[src/rtl/core/v3fxalu_pkg.sv]
// Shared operation and status codes for the vector ALU.
`timescale 1ns / 1ps
`default_nettype none

package v3fxalu_pkg;

  typedef enum logic [2:0] {
    OP_ADD   = 3'd0,
    OP_SUB   = 3'd1,
    OP_SCALE = 3'd2,
    OP_DIV   = 3'd3,
    OP_CROSS = 3'd4,
    OP_DOT   = 3'd5,
    OP_LEN   = 3'd6,
    OP_NORM  = 3'd7
  } op_t;

  typedef enum logic [1:0] {
    ST_OK   = 2'd0,
    ST_SAT  = 2'd1,
    ST_DIV0 = 2'd2
  } status_t;

endpackage

`default_nettype wire

[src/rtl/core/v3fxalu_merge.sv]
// Merge stage: sums lane products for dot and length, packs early results.
`timescale 1ns / 1ps
`default_nettype none

module v3fxalu_merge #(
  parameter int W = 32,
  parameter int F = 16
) (
  input  wire logic                  clk,
  input  wire logic                  en,
  input  wire v3fxalu_pkg::op_t      op,
  input  wire logic [2:0][W-1:0]     vec,
  input  wire logic [2:0]            vsat,
  input  wire logic [2:0][2*W-1:0]   term,
  output logic [2:0][W-1:0]          evec,
  output logic [W-1:0]               escal,
  output logic                       esat,
  output logic [2*W-1:0]             rad
);

  localparam int SW = 2*W + 2;

  logic signed [SW-1:0] sum, sh;
  logic                 ovp, ovn, is_dot;
  logic [W-1:0]         satv;
  logic [2:0][W-1:0]    evec_r;
  logic [W-1:0]         escal_r;
  logic                 esat_r;
  logic [2*W-1:0]       rad_r;

  always_comb begin
    sum = $signed({{2{term[0][2*W-1]}}, term[0]}) + $signed({{2{term[1][2*W-1]}}, term[1]})
        + $signed({{2{term[2][2*W-1]}}, term[2]});
    sh  = sum >>> F;
    ovp = !sh[SW-1] && (|sh[SW-2:W-1]);
    ovn = sh[SW-1] && !(&sh[SW-2:W-1]);
    if (ovp) begin
      satv = {1'b0, {(W-1){1'b1}}};
    end else if (ovn) begin
      satv = {1'b1, {(W-1){1'b0}}};
    end else begin
      satv = sh[W-1:0];
    end
    is_dot = (op == v3fxalu_pkg::OP_DOT);
  end

  always_ff @(posedge clk) begin
    if (en) begin
      evec_r  <= vec;
      escal_r <= is_dot ? satv : '0;
      esat_r  <= (|vsat) || (is_dot && (ovp || ovn));
      rad_r   <= sum[2*W-1:0];
    end
  end

  assign evec  = evec_r;
  assign escal = escal_r;
  assign esat  = esat_r;
  assign rad   = rad_r;

endmodule

`default_nettype wire

[config.mk]
export PLATFORM = sky130hd
export DESIGN_NAME = v3fxalu_merge
export DESIGN_NICKNAME = d
export VERILOG_FILES = /design/src/rtl/core/v3fxalu_pkg.sv /design/src/rtl/core/v3fxalu_merge.sv
export SDC_FILE = /design/constraint.sdc
export NUM_CORES = 1
export LEC_CHECK = 0
export BUFFER_PORTS_ARGS = -buffer_cell sky130_fd_sc_hd__buf_2
export CAP_MARGIN = 20
export CORE_MARGIN = 3
export CORE_UTILIZATION = 35
export CTS_CLUSTER_DIAMETER = 60
export DETAILED_ROUTE_END_ITERATION = 10
export SLEW_MARGIN = 20
export SYNTH_ARGS = -nofsm -noshare
export SYNTH_HDL_FRONTEND = slang
export SYNTH_SLANG_ARGS = --single-unit
[constraint.sdc]
create_clock -name clk -period 14.2 [get_ports clk]
set_input_delay 1.42 -clock clk [delete_from_list [all_inputs] [get_ports clk]]
set_output_delay 1.42 -clock clk [all_outputs]
set_load 0.01 [all_outputs]
==> run metrics <==
# fillers 3309; Max Clock Freq 166.9 MHz; WHS 1.150 ns; Wirelength per Cell 21.44 microns; Setup-failing EPs final 0; Detail Placement HPWL 37.60 mm; initial drt markers 582; hold buffers post-CTS 0; Worst Path Arrival 6.27 ns; Worst path slowest cell ha_1; Clock Path Buffers 2; Main synth FF type edfxtp_1; largest net degree at the start of global routing 120; WHS Endpoint evec[29]$_DFFE_PP_; die footprint 38050 sq um; Seq cells post-synth 193; WP depth 15; Hold WC Path Type in2reg; Period minus WS final 5.991 ns; vias per inst 5.297; I/O pin count 489; max-slew violation count 0; Synth Cell Area 12510 sq um; # nets final 2002; vias in the first global route 10.72k; worst rel slew slack 34.47%; Power Dens Cells 135.5 nW/um^2; postcts setup bufs 0; final core occ 45.61%; clock transition at the registers of the reported paths 0.08 ns; setup TNS 0 ns; CTS Sinks 193; area share of the leading cell type in the synthesized netlist 46.33%; status finished, final reports clean; Max-Cap Viols 0; post-route cell area 15910 sq um; Antenna Nets Post-Route 0; Die H 195.1 microns; Cell Chain, Critical Path buf_2 > fa_1 > ha_1 > nand4_2 > nor4_2 > nand4_1 > a211oi_1 > nor4_1 > or4_1 > o211ai_1 > xnor2_1 > or4b_1 > a21o_1 > buf_4 > a21oi_2; number of synthesized flops with an enable pin 193; Post-Syn Area per Cell 11.27 sq um; RSZ-0062 raised after global routing no; post-synthesis sequential area ratio 46.33%; DP Area 15300 sq um; drt first pass iters 6; crit-path max FO 31; Area contributors post-synth edfxtp_1 46%, fa_1 10%, ha_1 6.4%; Num CTS Buffers 17; post-synth cell types 82; Final WS setup 8.209 ns; worst vdd ir 0.08995 mV; overall power 2.156 mW; Worst Path Buf+Inv 2; DRC viols 0; placed insts 2013; syn nets 1535; first-pass GRT wire length 64.13 mm; GPL Wtd Cong 1.005; WS Path Type in2reg; Mapped Cells 1110; Resized cells post-CTS 0; Root Buffer clkbuf_16; WL final 43.92 mm; global route overflow 0; Finished Layout Cells 2048; chip width 195.1 microns; leak pwr 6.619 nW; I/O Buffers 488; htree depth 4; initial antenna violation count 3; area growth from synthesis to layout 27.19%; CP endpoint kind flip-flop; CP required 14.48 ns; Synth Warn # 0; Async SR Flop Fraction 0%; GR Util All Layers 22.13%; HP Start vec[29]; crit share post-route 42.19%; layout cell share with drive strength beyond 1 36.35%; Initial Util 35.86%; delay-heaviest family, CP simple AND/OR/NAND/NOR gates; Worst Tran Pin Value 0.9830 ns; via count 10.85k; Critical Path Max Stage Delay 0.61 ns; startpoint type of the worst setup path input port; Site Rows 68; count of final hold-check violations 0; CTS tree yes; pre-CTS setup slack 7.760 ns; core area 34880 sq um; Yosys top cell by area edfxtp_1; worst hold path depth 1
metal layers:
| layer | track usage (%) | up-vias | routed length [microns] |
|---|---|---|---|
| met4 | 7.605 | 0 | 1268 |
| met3 | 4.175 | 56 | 2860 |
| met2 | 36.92 | 456 | 20940 |
| met1 | 29.07 | 5256 | 18850 |
| met5 | 0 | - | 0 |
| li1 | - | 5081 | - |
layout by cell type, fill, tap and decap left out, drive strengths merged, types with 6 or more instances in the layout:
| cell | instances |
|---|---|
| o211ai | 10 |
| nor4 | 11 |
| a211oi | 14 |
| a31oi | 12 |
| and2 | 7 |
| edfxtp | 193 |
| xnor2 | 28 |
| o21ai | 72 |
| a21o | 10 |
| nand2 | 102 |
| buf | 490 |
| a21oi | 134 |
| nor2 | 84 |
| nand4 | 38 |
| fa | 65 |
| ha | 64 |
| clkinv | 6 |
| xor2 | 24 |
| nor3 | 19 |
| nand3 | 19 |
| clkbuf | 18 |
| inv | 72 |
where the power goes:
part | total [mW] | switching [mW] | internal [mW]
clock | 0.485 | 0.245 | 0.240
combinational | 0.902 | 0.601 | 0.301
sequential | 0.769 | 0.0228 | 0.746
total | 2.16 | 0.869 | 1.29
how the worst max path moves through the flow:
stage              from                      end  slack, ns
3_5_place_dp   term[58]  escal[30]$_SDFFCE_PP0P_       7.76
5_1_grt        term[58]  escal[30]$_SDFFCE_PP0P_       8.02
2_1_floorplan   term[1]           esat$_DFFE_PP_       8.74
6_report       term[48]  escal[16]$_SDFFCE_PP0P_       8.21
4_1_cts        term[58]  escal[30]$_SDFFCE_PP0P_       8.21
3_3_place_gp   term[58]  escal[30]$_SDFFCE_PP0P_       7.79
state kept, by name (all words and copies together) (netlist names):
register	cells
esat	1
rad	64
evec	96
escal	32
logic make-up after synthesis:
logic type | count (synthesis) | synth area share (%)
and+or+nand+nor | 314 | 12.31
buffers and inverters | 107 | 3.941
xor gates and xnor gates | 52 | 3.641
AOI/OAI and AO/OA | 313 | 16.81
adders and majority gates | 129 | 16.80
DFF | 193 | 46.33
muxes | 2 | 0.1600
Yosys cell counts (all sizes together) (7+ instances only):
cell / number
inv: 64
a21oi: 134
nor2: 84
nand4: 38
a21o: 10
o21ai: 72
o211ai: 10
xnor2: 28
edfxtp: 193
a31oi: 12
a211oi: 14
ha: 64
nor4: 11
clkbuf: 7
xor2: 24
and2: 7
buf: 36
nand2: 102
nor3: 19
nand3: 19
fa: 65
area by class of cell:
cell class / instances / area [sq um] / area share (%)
Antenna cell: 3 / 7.507 / 0.04718
Inverter: 64 / 240.2 / 1.510
Multi-Input combinational cell: 810 / 6221 / 39.10
Clock inverter: 15 / 177.7 / 1.117
Timing Repair Buffer: 491 / 2474 / 15.55
Clock buffer: 17 / 425.4 / 2.674
Tap cell: 455 / 569.3 / 3.578
Sequential cell: 193 / 5796 / 36.43
Note: power is estimated with default switching activity, not from simulation.
