[config.mk]
export PLATFORM = sky130hd
export DESIGN_NAME = v3fxalu_sqrt
export DESIGN_NICKNAME = d
export VERILOG_FILES = /design/src/rtl/core/v3fxalu_sqrt.sv
export SDC_FILE = /design/constraint.sdc
export NUM_CORES = 2
export LEC_CHECK = 0
export BUFFER_PORTS_ARGS = -buffer_cell sky130_fd_sc_hd__buf_2
export CORE_ASPECT_RATIO = 1.25
export CORE_MARGIN = 4
export CORE_UTILIZATION = 43
export DETAILED_ROUTE_END_ITERATION = 8
export PLACE_DENSITY = 0.56
export RECOVER_POWER = 100
export SYNTH_ARGS = -nofsm -noshare
export SYNTH_HDL_FRONTEND = slang
export SYNTH_MEMORY_MAX_BITS = 65536
export SYNTH_SLANG_ARGS = --single-unit
[constraint.sdc]
create_clock -name clk -period 4.5 [get_ports clk]
set_input_delay 0 -clock clk [delete_from_list [all_inputs] [get_ports clk]]
set_output_delay 0 -clock clk [all_outputs]
set_load 0.005 [all_outputs]
[src/rtl/core/v3fxalu_sqrt.sv]
// Pipelined integer square root, one result bit per stage.
`timescale 1ns / 1ps
`default_nettype none

module v3fxalu_sqrt #(
  parameter int OUT_W = 32
) (
  input  wire logic                 clk,
  input  wire logic                 en,
  input  wire logic [2*OUT_W-1:0]   rad,
  output logic [OUT_W-1:0]          root
);

  localparam int IN_W = 2*OUT_W;

  logic [IN_W-1:0]  rad_r  [OUT_W];
  logic [OUT_W+1:0] rem_r  [OUT_W];
  logic [OUT_W-1:0] root_r [OUT_W];

  for (genvar k = 0; k < OUT_W; k++) begin : g_stage
    logic [IN_W-1:0]  rad_i;
    logic [OUT_W+1:0] rem_i, rem_sh, trial;
    logic [OUT_W-1:0] root_i;

    if (k == 0) begin : g_first
      assign rad_i  = rad;
      assign rem_i  = '0;
      assign root_i = '0;
    end else begin : g_next
      assign rad_i  = rad_r[k-1];
      assign rem_i  = rem_r[k-1];
      assign root_i = root_r[k-1];
    end

    assign rem_sh = {rem_i[OUT_W-1:0], rad_i[IN_W-1 -: 2]};
    assign trial  = {root_i, 2'b01};

    always_ff @(posedge clk) begin
      if (en) begin
        rad_r[k] <= rad_i << 2;
        if (rem_sh >= trial) begin
          rem_r[k]  <= rem_sh - trial;
          root_r[k] <= {root_i[OUT_W-2:0], 1'b1};
        end else begin
          rem_r[k]  <= rem_sh;
          root_r[k] <= {root_i[OUT_W-2:0], 1'b0};
        end
      end
    end
  end

  assign root = root_r[OUT_W-1];

endmodule

`default_nettype wire

==> out/qor.yml <==
crit_family: "compound AO/OA/AOI/OAI gates"
cts_buffers: 269
post-route-period-util: 0.9259
critical_path_class: "reg -> reg"
ys_ff_latch: 2465
area.sequential_um2: 74010
finalHoldViolCount: 0
finalWorstSetupSlack_ns: 0.3333
clk_latency_ns: 0.85
synth_ff_type: "edfxtp_1"
drive_gt1_frac: 0.07037
pwr-share-seq: 0.465
outcome: "complete, but fails checks"
irDropWorstVdd_v: 0.0003044
multiInputGateArea_um2: 37440
grt_pass1_vias: 69190
reg2reg_slack_ns: 0.33
min_from: "rad[62]"
power.share.switching: 0.2853
io_pins: 98
wl_met3_um: 8880
fillCellCount: 23220
slowest_delay_ns: 0.90
coreArea_um2: 265100
synth-edff-count: 2464
routedWlPerCell_um: 18.77
dp.cells: 12390
reg2reg_from: "root_r[1][96]"
wl_met2_um: 131000
violations: "capacitance limit, slew limit"
dr.max_layer_used: "met4"
syn_nets: 9494
ys_async_sr_fraction: 0
clkSinkCount: 2465
synth_area_um2: 114800
drt-total-wl_um: 244000
cp_max_fo: 29
dpl.hpwl_um: 176100
port_buffers: 97
grt_pass1_wl_um: 381600
syn_to_final_growth_pct: 12.85
timing.final.crit_period_ns: 4.167
cts_resized: 0
switching_power_uw: 19220
vias_per_cell: 5.307
overflow: 0
hold_path.class: "in -> reg"
maxSlewViolCount: 1164
yosysSeqAreaShare: 0.6450
dr_total_vias: 68980
fin_nets: 9903
start_kind: "flop"
grt_max_degree: 169
cp-end-kind: "flop"
ys.warnings.count: 0
place_ws_ns: 0.6482
drt-pass1-iter-count: 6
die_x_um: 470.1
p_int_uw: 48170
crit_chain: "inv_1 -> ha_1 -> nor2b_1 -> o21a_1 -> o21ai_0 -> a21oi_1 -> o211ai_1 -> a32o_1 -> clkbuf_1 -> mux2_2"
avgSynthCellArea_um2: 12.94
cts-htree-levels: 5
power_leakage_uw: 0.04908
synthCells: 8866
die_h_um: 585.6
gp_congestion: 0.8955
stdcell_count: 13000
gr-usage-all-layers: 0.1739
clkTransAtPathRegs_ns: 0.06
cts_buffer_depth: 4
initial_core_util: 0.4329
required_ns: 5.08
power.share.clock: 0.323
power.total_uw: 67390
power_density_nw_per_um2: 520.4
ys_types: 83
slowest_stage: "clkbuf_1"
setup_viol: 0
antenna_found_initial: 5
rsz0062_at_grt: "false"
skew_ns: 0.05376
cts-root-buf: "clkbuf_16"
cts_tree: "yes"
maxCapViolations: 18
slew_headroom: -1.403
drc: 0
crit_buf_inv: 2
final.setup.tns_ns: 0
final_util: 0.4886
num_rows: 211
max_freq_mhz: 240.0
crit_start: "root_r[1][96]"
p_comb_frac: 0.213
worstMarginPinSlew_ns: 3.604
drt_iter0_drc: 4473
drt-met1-wl_um: 94070
dieArea_um2: 275200
ant_nets: 0
cp_data_arrival_time_ns: 4.75
what timing repair did:
item	in CTS	in global routing
endpoints found under the hold margin	310	0
setup buffers	0	0
hold buffers	130	0
stage by stage:
| stage | hold WS [ns] | instance area, µm² |
|---|---|---|
| 2_1_floorplan | 0.09887 | 114800 |
| 3_3_place_gp | 0.1780 | 119800 |
| 3_5_place_dp | 0.1781 | 119800 |
| 4_1_cts | 0.04236 | 129800 |
| 5_1_grt | 0.1145 | 129500 |
| 6_report | 0.1187 | 129500 |
sequential cells by signal, indices dropped and copies added, names as in the netlist:
signal / count
rad_r: 992
rem_r: 945
root_r: 528
kinds of logic after synthesis:
logic type,after synthesis,share of synthesized area
muxes,95,0.009214
xor gates and xnor gates,791,0.06037
and+or+nand+nor,2371,0.1036
AOI/OAI and AO/OA,1698,0.09156
buffers and inverters,884,0.02901
DFF,2465,0.6450
adders and majority gates,562,0.06128
synth_stat cells, types with 18 or more instances:
cell type | count | area, µm²
nor2b_1 | 78 | 488.0
a21oi_1 | 461 | 2307
or2_2 | 63 | 394.1
xor2_1 | 424 | 3714
a31oi_1 | 52 | 325.3
and2_1 | 49 | 306.5
nor2_1 | 533 | 2001
and3_1 | 41 | 256.5
nor4_1 | 107 | 669.4
a211oi_1 | 56 | 420.4
nand4_1 | 85 | 531.8
o211ai_1 | 46 | 345.3
o21ai_0 | 512 | 2562
nor3b_1 | 18 | 135.1
xnor2_1 | 367 | 3214
or4_1 | 56 | 420.4
or3_1 | 99 | 619.3
ha_1 | 562 | 7032
inv_1 | 711 | 2669
a21o_1 | 221 | 1659
nand2_1 | 615 | 2308
nand3_1 | 147 | 735.7
o31ai_1 | 44 | 330.3
nor3_1 | 243 | 1216
clkbuf_1 | 154 | 578.1
mux2_2 | 85 | 957.2
nand4b_1 | 18 | 157.7
o21a_1 | 77 | 578.1
nand3b_1 | 29 | 217.7
edfxtp_1 | 2464 | 73990
o21bai_1 | 29 | 217.7
a211o_1 | 26 | 227.7
nand2b_1 | 115 | 719.4
nor4b_1 | 30 | 262.8
worst reg2reg max path, delay by kind of cell (launching register included):
kind / cells / cell delay [ns]
buf+inv: 2 / 0.98
mux: 1 / 0.44
simple gates: 1 / 0.16
fa+ha+maj: 1 / 0.34
compound gates: 5 / 1.48
flops: 1 / 0.51
area by class of cell:
cell class,count,share of cell area
Clock inverter,161,0.01275
Tap cell,3514,0.03395
Sequential cell,2465,0.5715
Antenna cell,5,0.00009662
Clock buffer,313,0.05391
Inverter,712,0.02064
Timing Repair Buffer,310,0.01802
Multi-Input combinational cell,5517,0.2891
placed cells by master (no fill, tap or decap), types with 100 or more instances in the layout:
| cell type | count |
|---|---|
| nand2_1 | 615 |
| xor2_1 | 424 |
| ha_1 | 562 |
| nor2_1 | 533 |
| o21ai_0 | 515 |
| or3_1 | 100 |
| a21oi_1 | 460 |
| clkbuf_1 | 103 |
| nand2b_1 | 115 |
| clkbuf_16 | 273 |
| nor4_1 | 109 |
| edfxtp_1 | 2464 |
| dlygate4sd3_1 | 130 |
| nor3_1 | 242 |
| nand3_1 | 146 |
| xnor2_1 | 367 |
| inv_1 | 711 |
| a21o_1 | 221 |
layer usage:
layer,global-route usage,vias to the layer above
met2,0.3313,1431
met5,0,-
li1,-,33600
met1,0.1948,33400
met3,0.02353,544
met4,0.07009,0
power groups by stage:
stage	clock network, µW	logic (µW)	registers [µW]
floorplan	0	10900	30800
global placement	0	14100	31800
detailed placement	0	14300	31800
CTS	22500	14500	31400
global route	23500	16100	31600
finish	21700	14300	31300
final timing paths:
| path | endpoint | cells past startpoint |
|---|---|---|
| max reg2reg | rem_r[1][140] | 10 |
| min reg2reg | rad_r[0][519] | 0 |
| min | rem_r[0][0] | 4 |
| max | rem_r[1][140] | 10 |
(Power assumes the default switching activity.)
